**src/rtl/dcrp_pkg.sv**
```systemverilog
// shared types, codes and command table of the dsp command/response port
package dcrp_pkg;

    localparam int REPLY_DEPTH_DEFAULT = 15;
    localparam logic [15:0] DSP_VERSION_RESET = 16'h0105;

    localparam logic MODE_READ  = 1'b0;
    localparam logic MODE_WRITE = 1'b1;

    localparam logic [1:0] PORT_RESET   = 2'd0;
    localparam logic [1:0] PORT_DATA    = 2'd1;
    localparam logic [1:0] PORT_COMMAND = 2'd2;
    localparam logic [1:0] PORT_STATUS  = 2'd3;

    localparam logic [7:0] CMD_SPEAKER_ON  = 8'hD1;
    localparam logic [7:0] CMD_SPEAKER_OFF = 8'hD3;
    localparam logic [7:0] CMD_SPEAKER_STS = 8'hD8;
    localparam logic [7:0] CMD_INVERT_ID   = 8'hE0;
    localparam logic [7:0] CMD_VERSION     = 8'hE1;
    localparam logic [7:0] CMD_WRITE_TEST  = 8'hE4;
    localparam logic [7:0] CMD_READ_TEST   = 8'hE8;
    localparam logic [7:0] CMD_IRQ5        = 8'hF2;
    localparam logic [7:0] CMD_F8          = 8'hF8;

    localparam logic [7:0] RESET_REPLY  = 8'hAA;
    localparam logic [7:0] STATUS_READY = 8'h80;
    localparam logic [7:0] BYTE_ONES    = 8'hFF;
    localparam logic [7:0] BYTE_ZERO    = 8'h00;

    typedef struct packed {
        logic       mode;
        logic [1:0] port_select;
        logic       odd_byte;
        logic [7:0] write_data;
    } req_t;

    typedef struct packed {
        logic [7:0] read_data;
        logic       irq_pulse;
    } rsp_t;

    // queue control from the decode logic for one step
    typedef struct packed {
        logic       pop;
        logic       push0;
        logic       push1;
        logic [7:0] byte0;
        logic [7:0] byte1;
    } queue_ctrl_t;

    // command length including the command byte, 0 for undefined codes
    function automatic logic [1:0] cmd_length(input logic [7:0] c);
        logic [1:0] len;
        case (c)
            CMD_SPEAKER_ON, CMD_SPEAKER_OFF, CMD_SPEAKER_STS, CMD_VERSION,
            CMD_READ_TEST, CMD_IRQ5, CMD_F8: len = 2'd1;
            CMD_INVERT_ID, CMD_WRITE_TEST:   len = 2'd2;
            default:                         len = 2'd0;
        endcase
        return len;
    endfunction

endpackage

```
**src/rtl/dcrp_queue.sv**
```systemverilog
// reply queue: shift line of byte cells with head at entry 0
module dcrp_queue #(
    parameter int DEPTH = dcrp_pkg::REPLY_DEPTH_DEFAULT,
    localparam int CW = $clog2(DEPTH + 1)
) (
    input  logic                  clk,
    input  logic                  rst_n,
    input  logic                  step,
    input  dcrp_pkg::queue_ctrl_t ctrl,
    output logic [7:0]            head,
    output logic [CW-1:0]         count
);
    import dcrp_pkg::*;

    localparam logic [CW-1:0] DEPTH_C = CW'(DEPTH);

    logic [7:0]    q_reg [DEPTH];
    logic [7:0]    q_next [DEPTH];
    logic [CW-1:0] count_reg;
    logic [CW-1:0] count_next;
    logic [CW-1:0] slot1;
    logic          room0;
    logic          room1;

    always_comb
    begin
        slot1 = count_reg + CW'(1);
        room0 = ctrl.push0 && (count_reg < DEPTH_C);
        room1 = ctrl.push1 && room0 && (slot1 < DEPTH_C);
        count_next = count_reg;
        for (int i = 0; i < DEPTH; i++)
        begin
            q_next[i] = q_reg[i];
        end
        if (ctrl.pop)
        begin
            // cells above the count hold zero, and an empty pop changes nothing
            if (count_reg != '0)
            begin
                for (int i = 0; i < DEPTH - 1; i++)
                begin
                    q_next[i] = q_reg[i + 1];
                end
                q_next[DEPTH - 1] = BYTE_ZERO;
                count_next = count_reg - CW'(1);
            end
        end
        else
        begin
            // full queue drops the byte
            for (int i = 0; i < DEPTH; i++)
            begin
                if (room0 && count_reg == CW'(i))
                begin
                    q_next[i] = ctrl.byte0;
                end
                if (room1 && slot1 == CW'(i))
                begin
                    q_next[i] = ctrl.byte1;
                end
            end
            count_next = count_reg + CW'(room0) + CW'(room1);
        end
    end

    always_ff @(posedge clk or negedge rst_n)
    begin
        if (!rst_n)
        begin
            count_reg <= '0;
            for (int i = 0; i < DEPTH; i++)
            begin
                q_reg[i] <= BYTE_ZERO;
            end
        end
        else if (step)
        begin
            count_reg <= count_next;
            for (int i = 0; i < DEPTH; i++)
            begin
                q_reg[i] <= q_next[i];
            end
        end
    end

    assign head  = q_reg[0];
    assign count = count_reg;

endmodule

```
**src/rtl/dcrp_core.sv**
```systemverilog
// access decode, command collector and dsp state for one bus transfer
module dcrp_core (
    input  logic                  clk,
    input  logic                  rst_n,
    input  logic                  step,
    input  dcrp_pkg::req_t        item,
    input  logic [7:0]            head,
    input  logic                  empty,
    input  logic [15:0]           dsp_version,
    output dcrp_pkg::queue_ctrl_t qctrl,
    output dcrp_pkg::rsp_t        result
);
    import dcrp_pkg::*;

    logic [7:0] latch_reg;
    logic [7:0] latch_next;
    logic [7:0] first_reg;
    logic [7:0] first_next;
    logic       pending_reg;
    logic       pending_next;
    logic       speaker_reg;
    logic       speaker_next;
    logic [7:0] scratch_reg;
    logic [7:0] scratch_next;

    logic       wr;
    logic [7:0] cmd;
    logic [1:0] len;
    logic       exec;

    always_comb
    begin
        wr = (item.mode == MODE_WRITE) && !item.odd_byte;
        len = cmd_length(item.write_data);
        // with a byte pending, the stored byte is the command and this one its parameter
        cmd = pending_reg ? first_reg : item.write_data;
        exec = pending_reg || (len == 2'd1);

        latch_next   = latch_reg;
        first_next   = first_reg;
        pending_next = pending_reg;
        speaker_next = speaker_reg;
        scratch_next = scratch_reg;

        qctrl  = '0;
        result = '0;

        if (item.mode == MODE_READ)
        begin
            if (item.odd_byte)
            begin
                result.read_data = BYTE_ONES;
            end
            else
            begin
                case (item.port_select)
                    PORT_RESET:   result.read_data = BYTE_ONES;
                    PORT_DATA:
                    begin
                        result.read_data = head;
                        qctrl.pop = 1'b1;
                    end
                    PORT_COMMAND: result.read_data = BYTE_ZERO;
                    default:      result.read_data = empty ? BYTE_ZERO : STATUS_READY;
                endcase
            end
        end
        else if (wr && item.port_select == PORT_RESET)
        begin
            if (item.write_data == BYTE_ZERO && latch_reg == 8'd1)
            begin
                qctrl.push0 = 1'b1;
                qctrl.byte0 = RESET_REPLY;
            end
            latch_next = item.write_data;
        end
        else if (wr && item.port_select == PORT_COMMAND)
        begin
            if (pending_reg)
            begin
                pending_next = 1'b0;
            end
            else if (len == 2'd2)
            begin
                pending_next = 1'b1;
                first_next   = item.write_data;
            end
            if (exec)
            begin
                case (cmd)
                    CMD_SPEAKER_ON:  speaker_next = 1'b1;
                    CMD_SPEAKER_OFF: speaker_next = 1'b0;
                    CMD_SPEAKER_STS:
                    begin
                        qctrl.push0 = 1'b1;
                        qctrl.byte0 = speaker_reg ? BYTE_ONES : BYTE_ZERO;
                    end
                    CMD_INVERT_ID:
                    begin
                        qctrl.push0 = 1'b1;
                        qctrl.byte0 = item.write_data ^ BYTE_ONES;
                    end
                    CMD_VERSION:
                    begin
                        qctrl.push0 = 1'b1;
                        qctrl.push1 = 1'b1;
                        qctrl.byte0 = dsp_version[15:8];
                        qctrl.byte1 = dsp_version[7:0];
                    end
                    CMD_WRITE_TEST:  scratch_next = item.write_data;
                    CMD_READ_TEST:
                    begin
                        qctrl.push0 = 1'b1;
                        qctrl.byte0 = scratch_reg;
                    end
                    CMD_IRQ5:        result.irq_pulse = 1'b1;
                    CMD_F8:
                    begin
                        qctrl.push0 = 1'b1;
                        qctrl.byte0 = BYTE_ZERO;
                    end
                    default:         ;
                endcase
            end
        end
    end

    always_ff @(posedge clk or negedge rst_n)
    begin
        if (!rst_n)
        begin
            latch_reg   <= '0;
            first_reg   <= '0;
            pending_reg <= 1'b0;
            speaker_reg <= 1'b0;
            scratch_reg <= '0;
        end
        else if (step)
        begin
            latch_reg   <= latch_next;
            first_reg   <= first_next;
            pending_reg <= pending_next;
            speaker_reg <= speaker_next;
            scratch_reg <= scratch_next;
        end
    end

endmodule

```
**src/rtl/dsp_command_response_port_unit.sv**
```systemverilog
// top level of the dsp command/response port: input register, decode, queue, result register
//
//  channel   direction  handshake                 payload
//  req       in         req_valid / req_ready     req (mode, port_select, odd_byte, write_data)
//  rsp       out        rsp_valid / rsp_ready     rsp (read_data, irq_pulse)
//  cfg       in         cfg_write_en              cfg_write_data (dsp version word)
//
// one transfer per cycle sustained while rsp_ready stays high; an item passes through the
// input register and then the result register on its way from accept to result
// all core and queue state updates happen as an item moves from the input register to the result register
// rst_n clears control state and the reply queue at once; no clearing pass
// a stalled rsp holds the result register, and req stalls while the input register is full and cannot advance
module dsp_command_response_port_unit #(
    parameter int REPLY_DEPTH = dcrp_pkg::REPLY_DEPTH_DEFAULT
) (
    input  logic           clk,
    input  logic           rst_n,
    input  logic           req_valid,
    output logic           req_ready,
    input  dcrp_pkg::req_t req,
    output logic           rsp_valid,
    input  logic           rsp_ready,
    output dcrp_pkg::rsp_t rsp,
    input  logic           cfg_write_en,
    input  logic [15:0]    cfg_write_data
);
    import dcrp_pkg::*;

    localparam int CW = $clog2(REPLY_DEPTH + 1);

    logic        s1_valid_reg;
    logic        s1_valid_next;
    req_t        s1_item_reg;
    logic        rsp_valid_reg;
    logic        rsp_valid_next;
    rsp_t        rsp_reg;
    logic [15:0] version_reg;

    logic          advance;
    queue_ctrl_t   qctrl;
    rsp_t          result;
    logic [7:0]    head;
    logic [CW-1:0] count;

    assign advance   = s1_valid_reg && (!rsp_valid_reg || rsp_ready);
    assign req_ready = !s1_valid_reg || advance;

    always_comb
    begin
        s1_valid_next = s1_valid_reg;
        if (req_valid && req_ready)
        begin
            s1_valid_next = 1'b1;
        end
        else if (advance)
        begin
            s1_valid_next = 1'b0;
        end
        rsp_valid_next = rsp_valid_reg;
        if (advance)
        begin
            rsp_valid_next = 1'b1;
        end
        else if (rsp_ready)
        begin
            rsp_valid_next = 1'b0;
        end
    end

    always_ff @(posedge clk or negedge rst_n)
    begin
        if (!rst_n)
        begin
            s1_valid_reg  <= 1'b0;
            rsp_valid_reg <= 1'b0;
            version_reg   <= DSP_VERSION_RESET;
        end
        else
        begin
            s1_valid_reg  <= s1_valid_next;
            rsp_valid_reg <= rsp_valid_next;
            if (cfg_write_en)
            begin
                version_reg <= cfg_write_data;
            end
        end
    end

    always_ff @(posedge clk)
    begin
        if (req_valid && req_ready)
        begin
            s1_item_reg <= req;
        end
        if (advance)
        begin
            rsp_reg <= result;
        end
    end

    dcrp_core u_core (
        .clk         (clk),
        .rst_n       (rst_n),
        .step        (advance),
        .item        (s1_item_reg),
        .head        (head),
        .empty       (count == '0),
        .dsp_version (version_reg),
        .qctrl       (qctrl),
        .result      (result)
    );

    dcrp_queue #(
        .DEPTH (REPLY_DEPTH)
    ) u_queue (
        .clk   (clk),
        .rst_n (rst_n),
        .step  (advance),
        .ctrl  (qctrl),
        .head  (head),
        .count (count)
    );

    assign rsp_valid = rsp_valid_reg;
    assign rsp       = rsp_reg;

    // queue never holds more than its depth
    a_count_bound: assert property (@(posedge clk) disable iff (!rst_n)
        count <= CW'(REPLY_DEPTH))
        else $error("reply count above depth");

    // a data port read on an empty queue leaves it empty and returns zero
    a_empty_pop: assert property (@(posedge clk) disable iff (!rst_n)
        advance && qctrl.pop && count == '0 |=> count == '0 && rsp.read_data == BYTE_ZERO)
        else $error("empty pop changed queue or returned data");

    // req stalls only with both registers occupied
    a_stall_full: assert property (@(posedge clk) disable iff (!rst_n)
        !req_ready |-> s1_valid_reg && rsp_valid_reg && !rsp_ready)
        else $error("req stalled with room in the pipeline");

    // read status reflects queue occupancy at the transfer
    a_status: assert property (@(posedge clk) disable iff (!rst_n)
        advance && s1_item_reg.mode == MODE_READ && !s1_item_reg.odd_byte &&
        s1_item_reg.port_select == PORT_STATUS && count != '0
        |=> rsp.read_data == STATUS_READY)
        else $error("read status missed waiting data");

endmodule

```
**config.mk**
```make
export PLATFORM = sky130hd
export DESIGN_NAME = dsp_command_response_port_unit
export DESIGN_NICKNAME = d
export VERILOG_FILES = /design/src/rtl/dcrp_pkg.sv /design/src/rtl/dcrp_queue.sv /design/src/rtl/dcrp_core.sv /design/src/rtl/dsp_command_response_port_unit.sv
export SDC_FILE = /design/constraint.sdc
export NUM_CORES = 1
export LEC_CHECK = 0
export BUFFER_PORTS_ARGS = -buffer_cell sky130_fd_sc_hd__buf_2
export CELL_PAD_IN_SITES_DETAIL_PLACEMENT = 2
export CELL_PAD_IN_SITES_GLOBAL_PLACEMENT = 2
export CORE_ASPECT_RATIO = 1.4
export CORE_MARGIN = 2
export CORE_UTILIZATION = 30
export CTS_CLUSTER_SIZE = 30
export DETAILED_ROUTE_END_ITERATION = 10
export MAX_ROUTING_LAYER = met4
export PLACE_DENSITY_LB_ADDON = 0.2
export SETUP_SLACK_MARGIN = 0.5
export SLEW_MARGIN = 40
export SYNTH_ARGS = -nofsm -noshare
export SYNTH_HDL_FRONTEND = slang
export SYNTH_HIERARCHICAL = 1
export SYNTH_SLANG_ARGS = --single-unit
```
**constraint.sdc**
```tcl
create_clock -name clk -period 7.2 [get_ports clk]
set_input_delay 1.08 -clock clk [delete_from_list [all_inputs] [get_ports clk]]
set_output_delay 1.08 -clock clk [all_outputs]
set_load 0.02 [all_outputs]
```
; Yosys cells after proc, flatten, opt, wreduce, memory -nomap -nowiden
; Cells that the tools add are included.
[classes]
n_addsub = 4
magnitude_cmp = 2
n_eq_ne = 52
muxes = 64
n_bitwise = 6
n_reduce_logical = 93
[op_table]
columns = op, n
row1 = two-way mux 8 bit, 38
row2 = two-way mux 120 bit, 2
row3 = == test 8 bit (second input constant), 18
row4 = == test 4 bit (second input constant), 14
row5 = two-way mux 18 bit, 3
row6 = AND reduction 3 bit, 16
row7 = nonzero test 3 bit, 15
row8 = logical AND 1 bit, 39
row9 = == test 4 x 3 -> 1 bit (second input constant), 8
row10 = one-hot mux 8 bit (4 select lines), 1
row11 = one-hot mux 8 bit (3 select lines), 1
row12 = AND reduction 6 bit, 3
row13 = == test 4 x 2 -> 1 bit (second input constant), 4
row14 = two-way mux 1 bit, 15
row15 = adder 4 x 1 -> 4 bit, 2
row16 = == test 4 x 1 -> 1 bit (second input constant), 2
row17 = == test 8 x 1 -> 1 bit (second input constant), 1
row18 = zero test 4 bit, 2
row19 = zero test 8 bit, 1
row20 = < comparator 4 bit (second input constant), 2
row21 = two-way mux 4 bit, 2
row22 = inverter 8 bit, 1
row23 = OR reduction 7 bit, 1
row24 = nonzero test 2 bit, 3
row25 = other kinds (17), 27
[word_totals]
ff_bits = 189
in_bits = 33
out_inout_bits = 11
elab_cells = 251

; Depth between registers and ports, before layout
; Gate-level depths: netlist (run 1).
[depth]
ltp_word = 15
mapped_depth = 16
mapped_depth_nobuf = 12

; Modules after synthesis
; The synthesis (run 1) kept the hierarchy.
[by_module_without_submodules]
columns = mod, n_inst, cells_per_inst, area_each_um2, seq_area_each_um2
row1 = dcrp_queue, 1, 1097, 9541.7, 3103.0
row2 = dcrp_core, 1, 202, 1794.2, 650.6
row3 = dsp_command_response_port_unit, 1, 64, 1378.8, 1084.8

; Worst setup path before layout (run 1)
; Ideal clock, no wire load.
[synth_path]
kind = register -> register
from = register s1_item_reg[4] in the netlist's numbering
to = register u_queue/q_reg[61] in the netlist's numbering
setup_ps = 134
arrival_time_ps = 3474
required_ps = 7066
path_slack_ps = 3591
stages_incl_launch_ff = 12
path_buffers = 3
synth_period_minus_slack_ps = 3609
path_cell_list = edfxtp_1 or4b_2 a311oi_1 o311ai_1 nor3_1 buf_2 nand4b_2 or4_4 buf_6 buf_6 a311oi_2 o211ai_1
[synth_lines]
columns = item, line_no
row1 = from (decl), dsp_command_response_port_unit.sv:33  ; req_t s1_item_reg;
row2 = from (signal assigned), dsp_command_response_port_unit.sv:93  ; s1_item_reg <= req;
row3 = "to (signal, indexed assignment)", dcrp_queue.sv:81  ; q_reg[i] <= q_next[i];
row4 = to (decl), dcrp_queue.sv:17  ; logic [7:0] q_reg [DEPTH];

==> flow_metrics.py, run 1 <==
metrics = {
    "cts": {
        "cts.root.buffer_cell": "clkbuf_16",
        "cts.repair.resized": 0,
        "number_of_h_tree_levels": 4,
        "clock_sinks": 189,
        "path_clk_slew_ns": 0.07,
        "clock_latency_ns": 0.46,
        "clock_tree_from_tritoncts": "done",
        "clock_path_buffers": 2,
        "cts_inserted_buffers": 17,
        "postCtsHoldBufs": 0,
        "cts.repair_timing.setup_buffer_count": 0,
    },
    "power_and_ir_drop": {
        "total_power_draw_mw": 3.31,
        "leakage_nw": 6.01,
        "switching_share": 0.358,
        "worst_ir_drop_vdd_uv": 178,
        "pwr-share-comb": 0.283,
        "cell_internal_pwr_mw": 2.13,
        "power_switching_mw": 1.19,
        "seqPwrFrac": 0.402,
        "power_density_nw_per_um2": 239,
        "pwr-share-clk": 0.315,
    },
    "sta": {
        "final_setup_fails": 0,
        "pin_slew_with_the_least_headroom_to_its_limit_ns": 0.864,
        "final_period_minus_worst_setup_slack_ns": 4.40,
        "fin_skew_ns": 0.0113,
        "timing.fmax_mhz": 227,
        "timing.slew.headroom": 0.423,
        "final.period_utilization": 0.611,
        "hold_viol_final": 0,
        "finalSetupTns_ns": 0,
        "rsz0062_at_grt": "no",
        "postLayoutSetupSlackWorst_ns": 2.80,
        "timing_max_transition_violations_final": 0,
    },
    "placement": {
        "dp_slack_ns": 2.79,
        "total_instance_count_after_detailed_placement": 1845,
        "port_buffers": 43,
        "placer_congestion_estimate": 0.846,
        "dpl_cell_area_um2": 13300,
        "detailed_placement_hpwl_um": 36700,
    },
    "global_routing": {
        "grt_start_max_net_pins": 67,
        "grt_pass1_vias": 11917,
        "grt_first_pass_wirelength_um": 78900,
        "grt.total_usage": 0.250,
        "antenna_violations_before_repair": 0,
        "grt.overflow.total": 0,
    },
    "synth": {
        "ys_ff_latch": 189,
        "synth_cells": 1363,
        "postSynth.topFlopCell": "dfrtp_1",
        "yosys-top-cells-count": "165 x dfrtp_1, 107 x mux2i_1, 94 x nand2_1",
        "syn-num-nets": 1403,
        "yosysTopAreaCellShare": 0.325,
        "post-synth-top-area-cell": "dfrtp_1",
        "async_reset_ff_frac": 0.889,
        "number_of_unique_standard_cell_types_used_by_synthesis": 91,
        "synth_edf_count": 21,
        "sequential_cell_area_fraction_in_the_yosys_report": 0.381,
        "postSynthAreaPerCell_um2": 9.33,
        "ys.warnings.count": 6,
        "netlist_area_um2": 12700,
        "yosysMostFrequentCell": "dfrtp_1",
        "yosys-top-cells-area": "dfrtp_1 32%, mux2i_1 8.4%, edfxtp_1 5.0%, mux2_2 4.2%, o211ai_1 3.6%",
    },
    "layout": {
        "layout-area-overhead-vs-synth_pct": 9.25,
        "layout-drive-gt1-share": 0.161,
        "largest_register_ffs": 112,
        "final_area_um2": 13900,
        "nFillCells": 4618,
        "layout.nets": 1358,
        "diodes": 0,
        "stdcell_count": 1877,
    },
    "route": {
        "post_drt_wl_per_cell_um": 27.8,
        "drtIter0Drc": 570,
        "remaining_drc_errors": 0,
        "post_drt_via_cell_ratio": 5.87,
        "detailedRoute.firstPassIterationCount": 5,
        "vias_post_dr": 11009,
        "postRouteWirelength_um": 52200,
        "drt.antenna.violating_nets": 0,
    },
    "critical_path": {
        "timing.critical_path.arrival_ns": 4.73,
        "worst-r2r-setup-slack_ns": 2.80,
        "capture_instance_of_the_worst_register_to_register_path": "u_queue/q_reg[16]",
        "setup.worst_path.end_class": "flip-flop",
        "worst-path-max-fanout": 25,
        "reg2reg_depth": 10,
        "path_class": "reg2reg",
        "reg2reg_launch_point": "s1_item_reg[3]",
        "crit_path_start_kind": "flip-flop",
        "worst-endpoint-required_ns": 7.54,
    },
    "worst_hold_path": {
        "holdCritPathClass": "reg2reg",
        "hold_path_depth": 1,
        "whs_endpoint": "u_core/first_reg[6]",
        "hold_path_origin": "u_core/first_reg[6]",
    },
    "floorplanning": {
        "placementRows": 89,
        "fp.dieH_um": 248,
        "top_level_ports": 44,
        "fp.dieArea_um2": 44100,
        "floorplan.core_area_um2": 42000,
        "start_util": 0.303,
        "chipWidth_um": 178,
    },
    "status": {
        "outcome": "complete, no violations",
    },
    "flow_run": {
        "drv.max_cap_violation_count": 0,
    },
}
## per-layer routing
layer | track usage | up-vias | share of wire
li1 | - | 4942 | -
met1 | 0.278 | 5751 | 0.40
met2 | 0.440 | 215 | 0.52
met3 | 0.0291 | 101 | 0.027
met4 | 0.127 | 0 | 0.052
met5 | - | - | 0
## worst max path at each step
stage                    from                 to  slack, ns
2_1_floorplan  s1_item_reg[4]  u_queue/q_reg[61]       3.59
3_3_place_gp   s1_item_reg[3]    u_queue/head[2]       2.70
3_5_place_dp   s1_item_reg[3]  u_queue/q_reg[18]       2.79
4_1_cts        s1_item_reg[3]  u_queue/q_reg[18]       2.77
5_1_grt        s1_item_reg[3]  u_queue/q_reg[18]       2.45
6_report       s1_item_reg[3]  u_queue/q_reg[16]       2.80
## per-stage QoR
| step | utilization | hold slack (ns) |
|---|---|---|
| after CTS | 0.331 | 0.473 |
| after floorplan | - | 0.435 |
| after detailed placement | 0.316 | 0.453 |
| final | 0.331 | 0.467 |
| after global routing | 0.331 | 0.491 |
| after global placement | 0.315 | 0.450 |
## worst max-delay path, stage by stage (launching register included)
cell and delay (ns):
edfxtp_1 0.55, or4b_2 0.73, a311oi_1 0.31, o311ai_2 0.22, o21bai_1 0.25, a21oi_2 0.14, buf_4 0.29, nand3_2 0.46
nor3_2 0.71, o21ai_2 0.29, mux2_2 0.33
## logic make-up (layout without fill, tap and decap cells)
family / after synthesis / in the layout / share of synthesized area
AND/OR/NAND/NOR: 432 / 432 / 0.182
AO/OA/AOI/OAI: 333 / 333 / 0.202
flip-flops: 189 / 189 / 0.381
XOR/XNOR: 2 / 2 / 0.00138
buffers and inverters: 228 / 196 / 0.0792
adder cells (fa/ha/maj): 7 / 7 / 0.00748
multiplexers: 172 / 172 / 0.147
## placed cells by master (no fill, tap or decap), drive strengths merged, types with 12 or more instances in the layout
| cell | n |
|---|---|
| dfrtp | 165 |
| mux2i | 107 |
| nand2 | 94 |
| inv | 94 |
| nand3 | 80 |
| nor2 | 75 |
| buf | 71 |
| mux2 | 65 |
| o211ai | 61 |
| a2bb2oi | 48 |
| and2 | 35 |
| o21ai | 32 |
| a31oi | 31 |
| a21oi | 28 |
| o221ai | 22 |
| nand2b | 21 |
| edfxtp | 21 |
| clkbuf | 18 |
| nand4 | 18 |
| nor3 | 18 |
| nor4 | 17 |
| and3 | 14 |
| nor3b | 12 |
| a221oi | 12 |
| and4 | 12 |
| o22ai | 12 |
## cell type report
class                           count  area [µm²]  share of cell area
Multi-Input combinational cell    946        6950               0.501
Sequential cell                   189        4840               0.348
Tap cell                          546         683              0.0492
Timing Repair Buffer               71         443              0.0319
Clock buffer                       18         429              0.0309
Inverter                           93         349              0.0251
Clock inverter                     14         194              0.0140
## power by group through the flow
stage	clock (mW)	combinational, mW	sequential (mW)
finish	1.04	0.939	1.33
global route	1.11	1.02	1.35
CTS	1.07	0.944	1.33
detailed placement	0	0.939	1.35
global placement	0	0.915	1.35
floorplan	0	0.732	1.27
Note: power is estimated with default switching activity, not from simulation.
==> run 2, diff against run 1 <==
- ABC_AREA: default -> 1
- clock period: 7.2 -> 4.2 ns (I/O delays scaled with it)
==> run 2 against run 1 <==
Worst setup slack worse by 2.0 ns. Global-route usage is 2.2 points lower. Sequential power up 63%. Highest routed layer unchanged.
==> flow_metrics.py, run 2 <==
metrics = {
    "sta": {
        "final_setup_fails": 0,
        "hold_viol_final": 0,
        "final.period_utilization": 0.811,
        "final_period_minus_worst_setup_slack_ns": 3.41,
        "timing.fmax_mhz": 293,
        "timing.slew.headroom": 0.500,
        "timing_max_transition_violations_final": 0,
        "finalSetupTns_ns": 0,
        "hold_ws_ns": 0.150,
        "rsz0062_at_grt": "no",
        "fin_skew_ns": 0.0153,
        "pin_slew_with_the_least_headroom_to_its_limit_ns": 0.747,
    },
    "critical_path": {
        "crit_path_cell_trace": "nor4_1 -> a41oi_1 -> a21oi_1 -> nand2_2 -> nor2_2 -> buf_4 -> buf_4 -> nand3_4 -> a21oi_4 -> nand3_1 -> nand2_1",
        "timing.critical_path.arrival_ns": 3.81,
        "worst-endpoint-required_ns": 4.60,
        "path_class": "reg2reg",
        "crit_path_start_kind": "flip-flop",
        "worst-path-max-fanout": 10,
        "reg2reg_launch_point": "s1_item_reg[6]",
        "setup.worst_path.end_class": "flip-flop",
        "critPathMostFrequentCell": "buf_4",
        "worst_path_max_delay_cell": "nor4_1",
        "slowest_delay_ns": 0.60,
        "timing.critical_path.from": "s1_item_reg[6]",
    },
    "global_routing": {
        "grt_start_max_net_pins": 119,
        "antenna_violations_before_repair": 0,
        "grt.total_usage": 0.228,
        "grt_pass1_vias": 12475,
        "grt_first_pass_wirelength_um": 71400,
        "grt.overflow.total": 0,
    },
    "power_and_ir_drop": {
        "power_density_nw_per_um2": 375,
        "total_power_draw_mw": 5.00,
        "worst_ir_drop_vdd_uv": 257,
        "leakage_nw": 7.45,
    },
    "synth": {
        "sequential_cell_area_fraction_in_the_yosys_report": 0.404,
        "synth_edf_count": 21,
        "post-synth-top-area-cell": "dfrtp_1",
        "synth_cells": 1705,
        "postSynth.topFlopCell": "dfrtp_1",
        "yosysMostFrequentCell": "nand2_1",
        "netlist_area_um2": 12000,
        "syn-num-nets": 1745,
        "yosys-top-cells-count": "618 x nand2_1, 253 x nor2_1, 227 x nand3_1",
        "async_reset_ff_frac": 0.889,
        "yosys-top-cells-area": "dfrtp_1 34%, nand2_1 19%, nand3_1 9.5%, nor2_1 7.9%, edfxtp_1 5.3%",
        "ys.warnings.count": 6,
        "yosysTopAreaCellShare": 0.345,
        "number_of_unique_standard_cell_types_used_by_synthesis": 46,
        "ys_ff_latch": 189,
        "postSynthAreaPerCell_um2": 7.02,
    },
    "route": {
        "post_drt_wl_per_cell_um": 19.8,
        "post_drt_via_cell_ratio": 5.05,
        "postRouteWirelength_um": 44700,
        "detailedRoute.firstPassIterationCount": 5,
        "drtIter0Drc": 511,
        "vias_post_dr": 11370,
        "drt.antenna.violating_nets": 0,
        "remaining_drc_errors": 0,
    },
    "cts": {
        "cts.repair_timing.setup_buffer_count": 0,
        "cts.root.buffer_cell": "clkbuf_16",
        "clock_sinks": 189,
        "clock_path_buffers": 2,
        "path_clk_slew_ns": 0.09,
        "clock_tree_from_tritoncts": "done",
        "cts_inserted_buffers": 17,
        "clock_latency_ns": 0.47,
        "number_of_h_tree_levels": 4,
        "postCtsHoldBufs": 0,
        "cts.repair.resized": 0,
    },
    "placement": {
        "detailed_placement_hpwl_um": 30800,
        "placer_congestion_estimate": 0.859,
        "port_buffers": 43,
    },
    "floorplanning": {
        "chipWidth_um": 173,
        "top_level_ports": 44,
        "fp.dieH_um": 240,
        "floorplan.core_area_um2": 39400,
        "fp.dieArea_um2": 41500,
        "placementRows": 86,
        "start_util": 0.304,
    },
    "layout": {
        "layout-drive-gt1-share": 0.144,
        "diodes": 0,
        "layout-area-overhead-vs-synth_pct": 11.4,
        "final_core_occ": 0.339,
        "layout.nets": 1751,
        "layout_commonest_cell": "nand2_1",
        "layout.cells.most_common_list": "616 x nand2_1, 253 x nor2_1, 224 x nand3_1",
        "largest_register_ffs": 112,
    },
    "status": {
        "outcome": "complete, no violations",
    },
    "worst_hold_path": {
        "holdCritPathClass": "in2async",
    },
    "flow_run": {
        "drv.max_cap_violation_count": 0,
    },
}
[run 2: logic make-up (layout without fill, tap and decap cells)]
logic type      count (synthesis)  after routing  share of synthesized area
flops                         189            189                      0.404
fa+ha+maj                       7              7                    0.00794
compound gates                116            116                     0.0556
simple gates                 1215           1215                      0.456
buf+inv                       176            195                     0.0747
xor+xnor                        2              2                    0.00146
[run 2: final timing paths]
check	slack [ns]	cells past startpoint	end
worst max-delay path	0.79	11	u_queue/q_reg[5]
worst min-delay path	0.15	1	u_queue/q_reg[72]
worst max register to register	0.79	11	u_queue/q_reg[5]
worst min register to register	0.47	1	u_core/first_reg[5]
max in group asynchronous	3.12	2	u_core/latch_reg[4]
min in group clk	0.33	1	s1_item_reg[3]
[run 2: cell type report]
| class | count | area [µm²] |
|---|---|---|
| Timing Repair Buffer | 84 | 569 |
| Multi-Input combinational cell | 1340 | 6300 |
| Sequential cell | 189 | 4840 |
| Inverter | 79 | 320 |
| Tap cell | 528 | 661 |
| Clock buffer | 17 | 425 |
| Clock inverter | 15 | 220 |
| Fill cell | 4777 | 26100 |
[run 2: critical path, delay by kind of cell, from the launching register on]
| family | cells | cell delay [ns] |
|---|---|---|
| simple gates | 6 | 1.31 |
| compound gates | 3 | 1.01 |
| flops | 1 | 0.51 |
| buf+inv | 2 | 0.49 |
[run 2: through the flow]
stage                     setup WS [ns]  cells  cell area [µm²]
after floorplan                    1.03   1705            12000
after global placement            0.549   2220            12600
after detailed placement          0.517   2220            12600
after CTS                         0.499   2252            13300
after global routing              0.499   2252            13300
final                             0.792   2252            13300
[run 2: per-layer routing]
metal  global-route usage  up-vias  wire [µm]
met5                    -        -          0
met4               0.0740        0       1190
met3               0.0267       52        982
met2                0.421      134      24200
met1                0.255     5757      18400
li1                     -     5427          -
[run 2: power by group]
group          switching [mW]  leakage [nW]  internal, mW
sequential              0.166          2.45          2.00
combinational           0.766          4.70         0.263
clock                   0.959         0.312         0.844
total                    1.89          7.45          3.11
==> run 3, diff against run 2 <==
- clock period: 4.2 -> 3.4 ns (I/O delays scaled with it)
==> run 3 against run 2 <==
Critical path depth increased by 9. Design area increased by 4.4%. Power increased by 24%. Sequential share of layout area decreased by 1.5 points. Critical path type unchanged. Critical endpoint is now u_queue/count[2].
==> flow_metrics.py, run 3 (synthesized netlist as in run 2, its figures left out) <==
metrics = {
    "status": {
        "outcome": "complete, no violations",
    },
    "floorplanning": {
        "fp.dieArea_um2": 41500,
        "floorplan.core_area_um2": 39400,
        "fp.dieH_um": 240,
        "chipWidth_um": 173,
        "start_util": 0.304,
        "placementRows": 86,
        "top_level_ports": 44,
    },
    "sta": {
        "rsz0062_at_grt": "yes",
        "final_setup_fails": 0,
        "timing.slew.headroom": 0.510,
        "final_period_minus_worst_setup_slack_ns": 2.93,
        "timing_max_transition_violations_final": 0,
        "hold_viol_final": 0,
        "fin_skew_ns": 0.0118,
        "pin_slew_with_the_least_headroom_to_its_limit_ns": 0.729,
        "final.period_utilization": 0.862,
        "finalSetupTns_ns": 0,
        "timing.fmax_mhz": 341,
    },
    "layout": {
        "final_core_occ": 0.353,
        "ff_latch_area_um2": 4840,
        "layout.cells.most_common_list": "604 x nand2_1, 244 x nor2_1, 226 x nand3_1",
        "layout-drive-gt1-share": 0.185,
        "largest_register_ffs": 112,
        "nFillCells": 4720,
        "layout.nets": 1796,
        "multi_input_comb_area_um2": 6470,
        "diodes": 0,
        "layout-area-overhead-vs-synth_pct": 16.2,
        "layout_commonest_cell": "nand2_1",
    },
    "power_and_ir_drop": {
        "worst_ir_drop_vdd_uv": 277,
        "leakage_nw": 7.75,
        "total_power_draw_mw": 6.19,
        "power_density_nw_per_um2": 445,
    },
    "route": {
        "drt.antenna.violating_nets": 0,
        "postRouteWirelength_um": 45700,
        "post_drt_wl_per_cell_um": 19.9,
        "drtIter0Drc": 408,
        "vias_post_dr": 11533,
        "detailedRoute.firstPassIterationCount": 5,
        "post_drt_via_cell_ratio": 5.02,
        "remaining_drc_errors": 0,
    },
    "global_routing": {
        "grt_pass1_vias": 12440,
        "grt_first_pass_wirelength_um": 71800,
        "grt.total_usage": 0.227,
        "antenna_violations_before_repair": 0,
        "grt_start_max_net_pins": 105,
        "grt.overflow.total": 0,
    },
    "critical_path": {
        "crit_path_start_kind": "flip-flop",
        "timing.critical_path.arrival_ns": 3.28,
        "critPathMostFrequentCell": "nand2_2",
        "slowest_delay_ns": 0.49,
        "worst_path_max_delay_cell": "dfrtp_2",
        "crit_path_cell_trace": "buf_8 -> buf_12 -> nand2_4 -> nand2_2 -> nand2_2 -> nor2_4 -> nand3b_1 -> nand4_1 -> nand2_1 -> a21oi_2 -> nand2_2 -> nor2_4 -> nand2_2 -> inv_4 -> fa_2 -> ha_4 -> nor2_2 -> nor2_1 -> o21ai_1 -> xor2_1",
        "timing.critical_path.buf_inv": 3,
        "worst-endpoint-required_ns": 3.75,
        "worst-path-max-fanout": 5,
        "path_class": "reg2reg",
        "path_delay_family": "simple AND/OR/NAND/NOR gates",
        "setup.worst_path.end_class": "flip-flop",
    },
    "cts": {
        "number_of_h_tree_levels": 4,
        "path_clk_slew_ns": 0.08,
        "clock_latency_ns": 0.47,
        "clock_sinks": 189,
        "clock_path_buffers": 2,
        "cts_inserted_buffers": 17,
        "cts.root.buffer_cell": "clkbuf_16",
        "postCtsHoldBufs": 0,
        "clock_tree_from_tritoncts": "done",
    },
    "placement": {
        "placer_congestion_estimate": 0.878,
        "detailed_placement_hpwl_um": 30800,
        "port_buffers": 43,
    },
    "worst_hold_path": {
        "holdCritPathClass": "in2async",
    },
    "flow_run": {
        "drv.max_cap_violation_count": 0,
    },
}
## run 3: cell count changes in the layout (fill, tap and decap cells not counted), sizes merged
cell | previous run | this run
clkbuf | 18 | 20
clkinv | 5 | 6
buf | 83 | 125
clkinvlp | 0 | 3
inv | 88 | 85
## run 3: timing repair
action,in CTS,in global routing
cloned,1,1
buffers inserted,5,30
endpoints found under the hold margin,0,0
gates resized for setup,23,52
pin swaps,3,28
setup endpoints to repair,123,124
## run 3: path summary, 6_finish.rpt
check	from	to	slack, ns	cells past startpoint
worst max-delay path	u_core/pending_reg	u_queue/count[2]	0.47	20
worst min-delay path	rst_n	u_queue/q_reg[81]	0.03	1
worst max register to register	u_core/pending_reg	u_queue/count[2]	0.47	20
worst min register to register	version_reg[2]	version_reg[2]	0.47	2
max in group asynchronous	rst_n	version_reg[0]	2.50	2
min in group clk	req[2]	s1_item_reg[2]	0.22	1
## run 3: area by class of cell
cell class | instances | area share
multi-input combinational | 1340 | 0.465
sequential | 189 | 0.348
timing repair buffer | 128 | 0.0736
tap | 528 | 0.0475
clock buffer | 17 | 0.0306
inverter | 79 | 0.0242
clock inverter | 15 | 0.0105
timing repair inverter | 1 | 0.000540
## run 3: stage by stage
step,instance area [µm²],setup WS [ns],hold WS (ns),instances
6_report,13900,0.468,0.0315,2297
5_1_grt,13900,0.345,0.0786,2297
4_1_cts,13400,0.498,0.0608,2265
3_5_place_dp,12700,0.274,0.463,2227
3_3_place_gp,12700,0.391,0.458,2227
2_1_floorplan,12000,0.427,0.214,1705
## run 3: where the power goes
group	internal (mW)	switching (mW)
combinational	0.439	1.01
sequential	2.47	0.197
clock	0.984	1.09
## run 3: per-layer routing
layer / vias up / share of wire / global-route usage
li1: 5515 / - / -
met2: 101 / 0.54 / 0.421
met3: 55 / 0.013 / 0.0198
met4: 0 / 0.027 / 0.0732
met5: - / 0 / -
met1: 5862 / 0.42 / 0.257
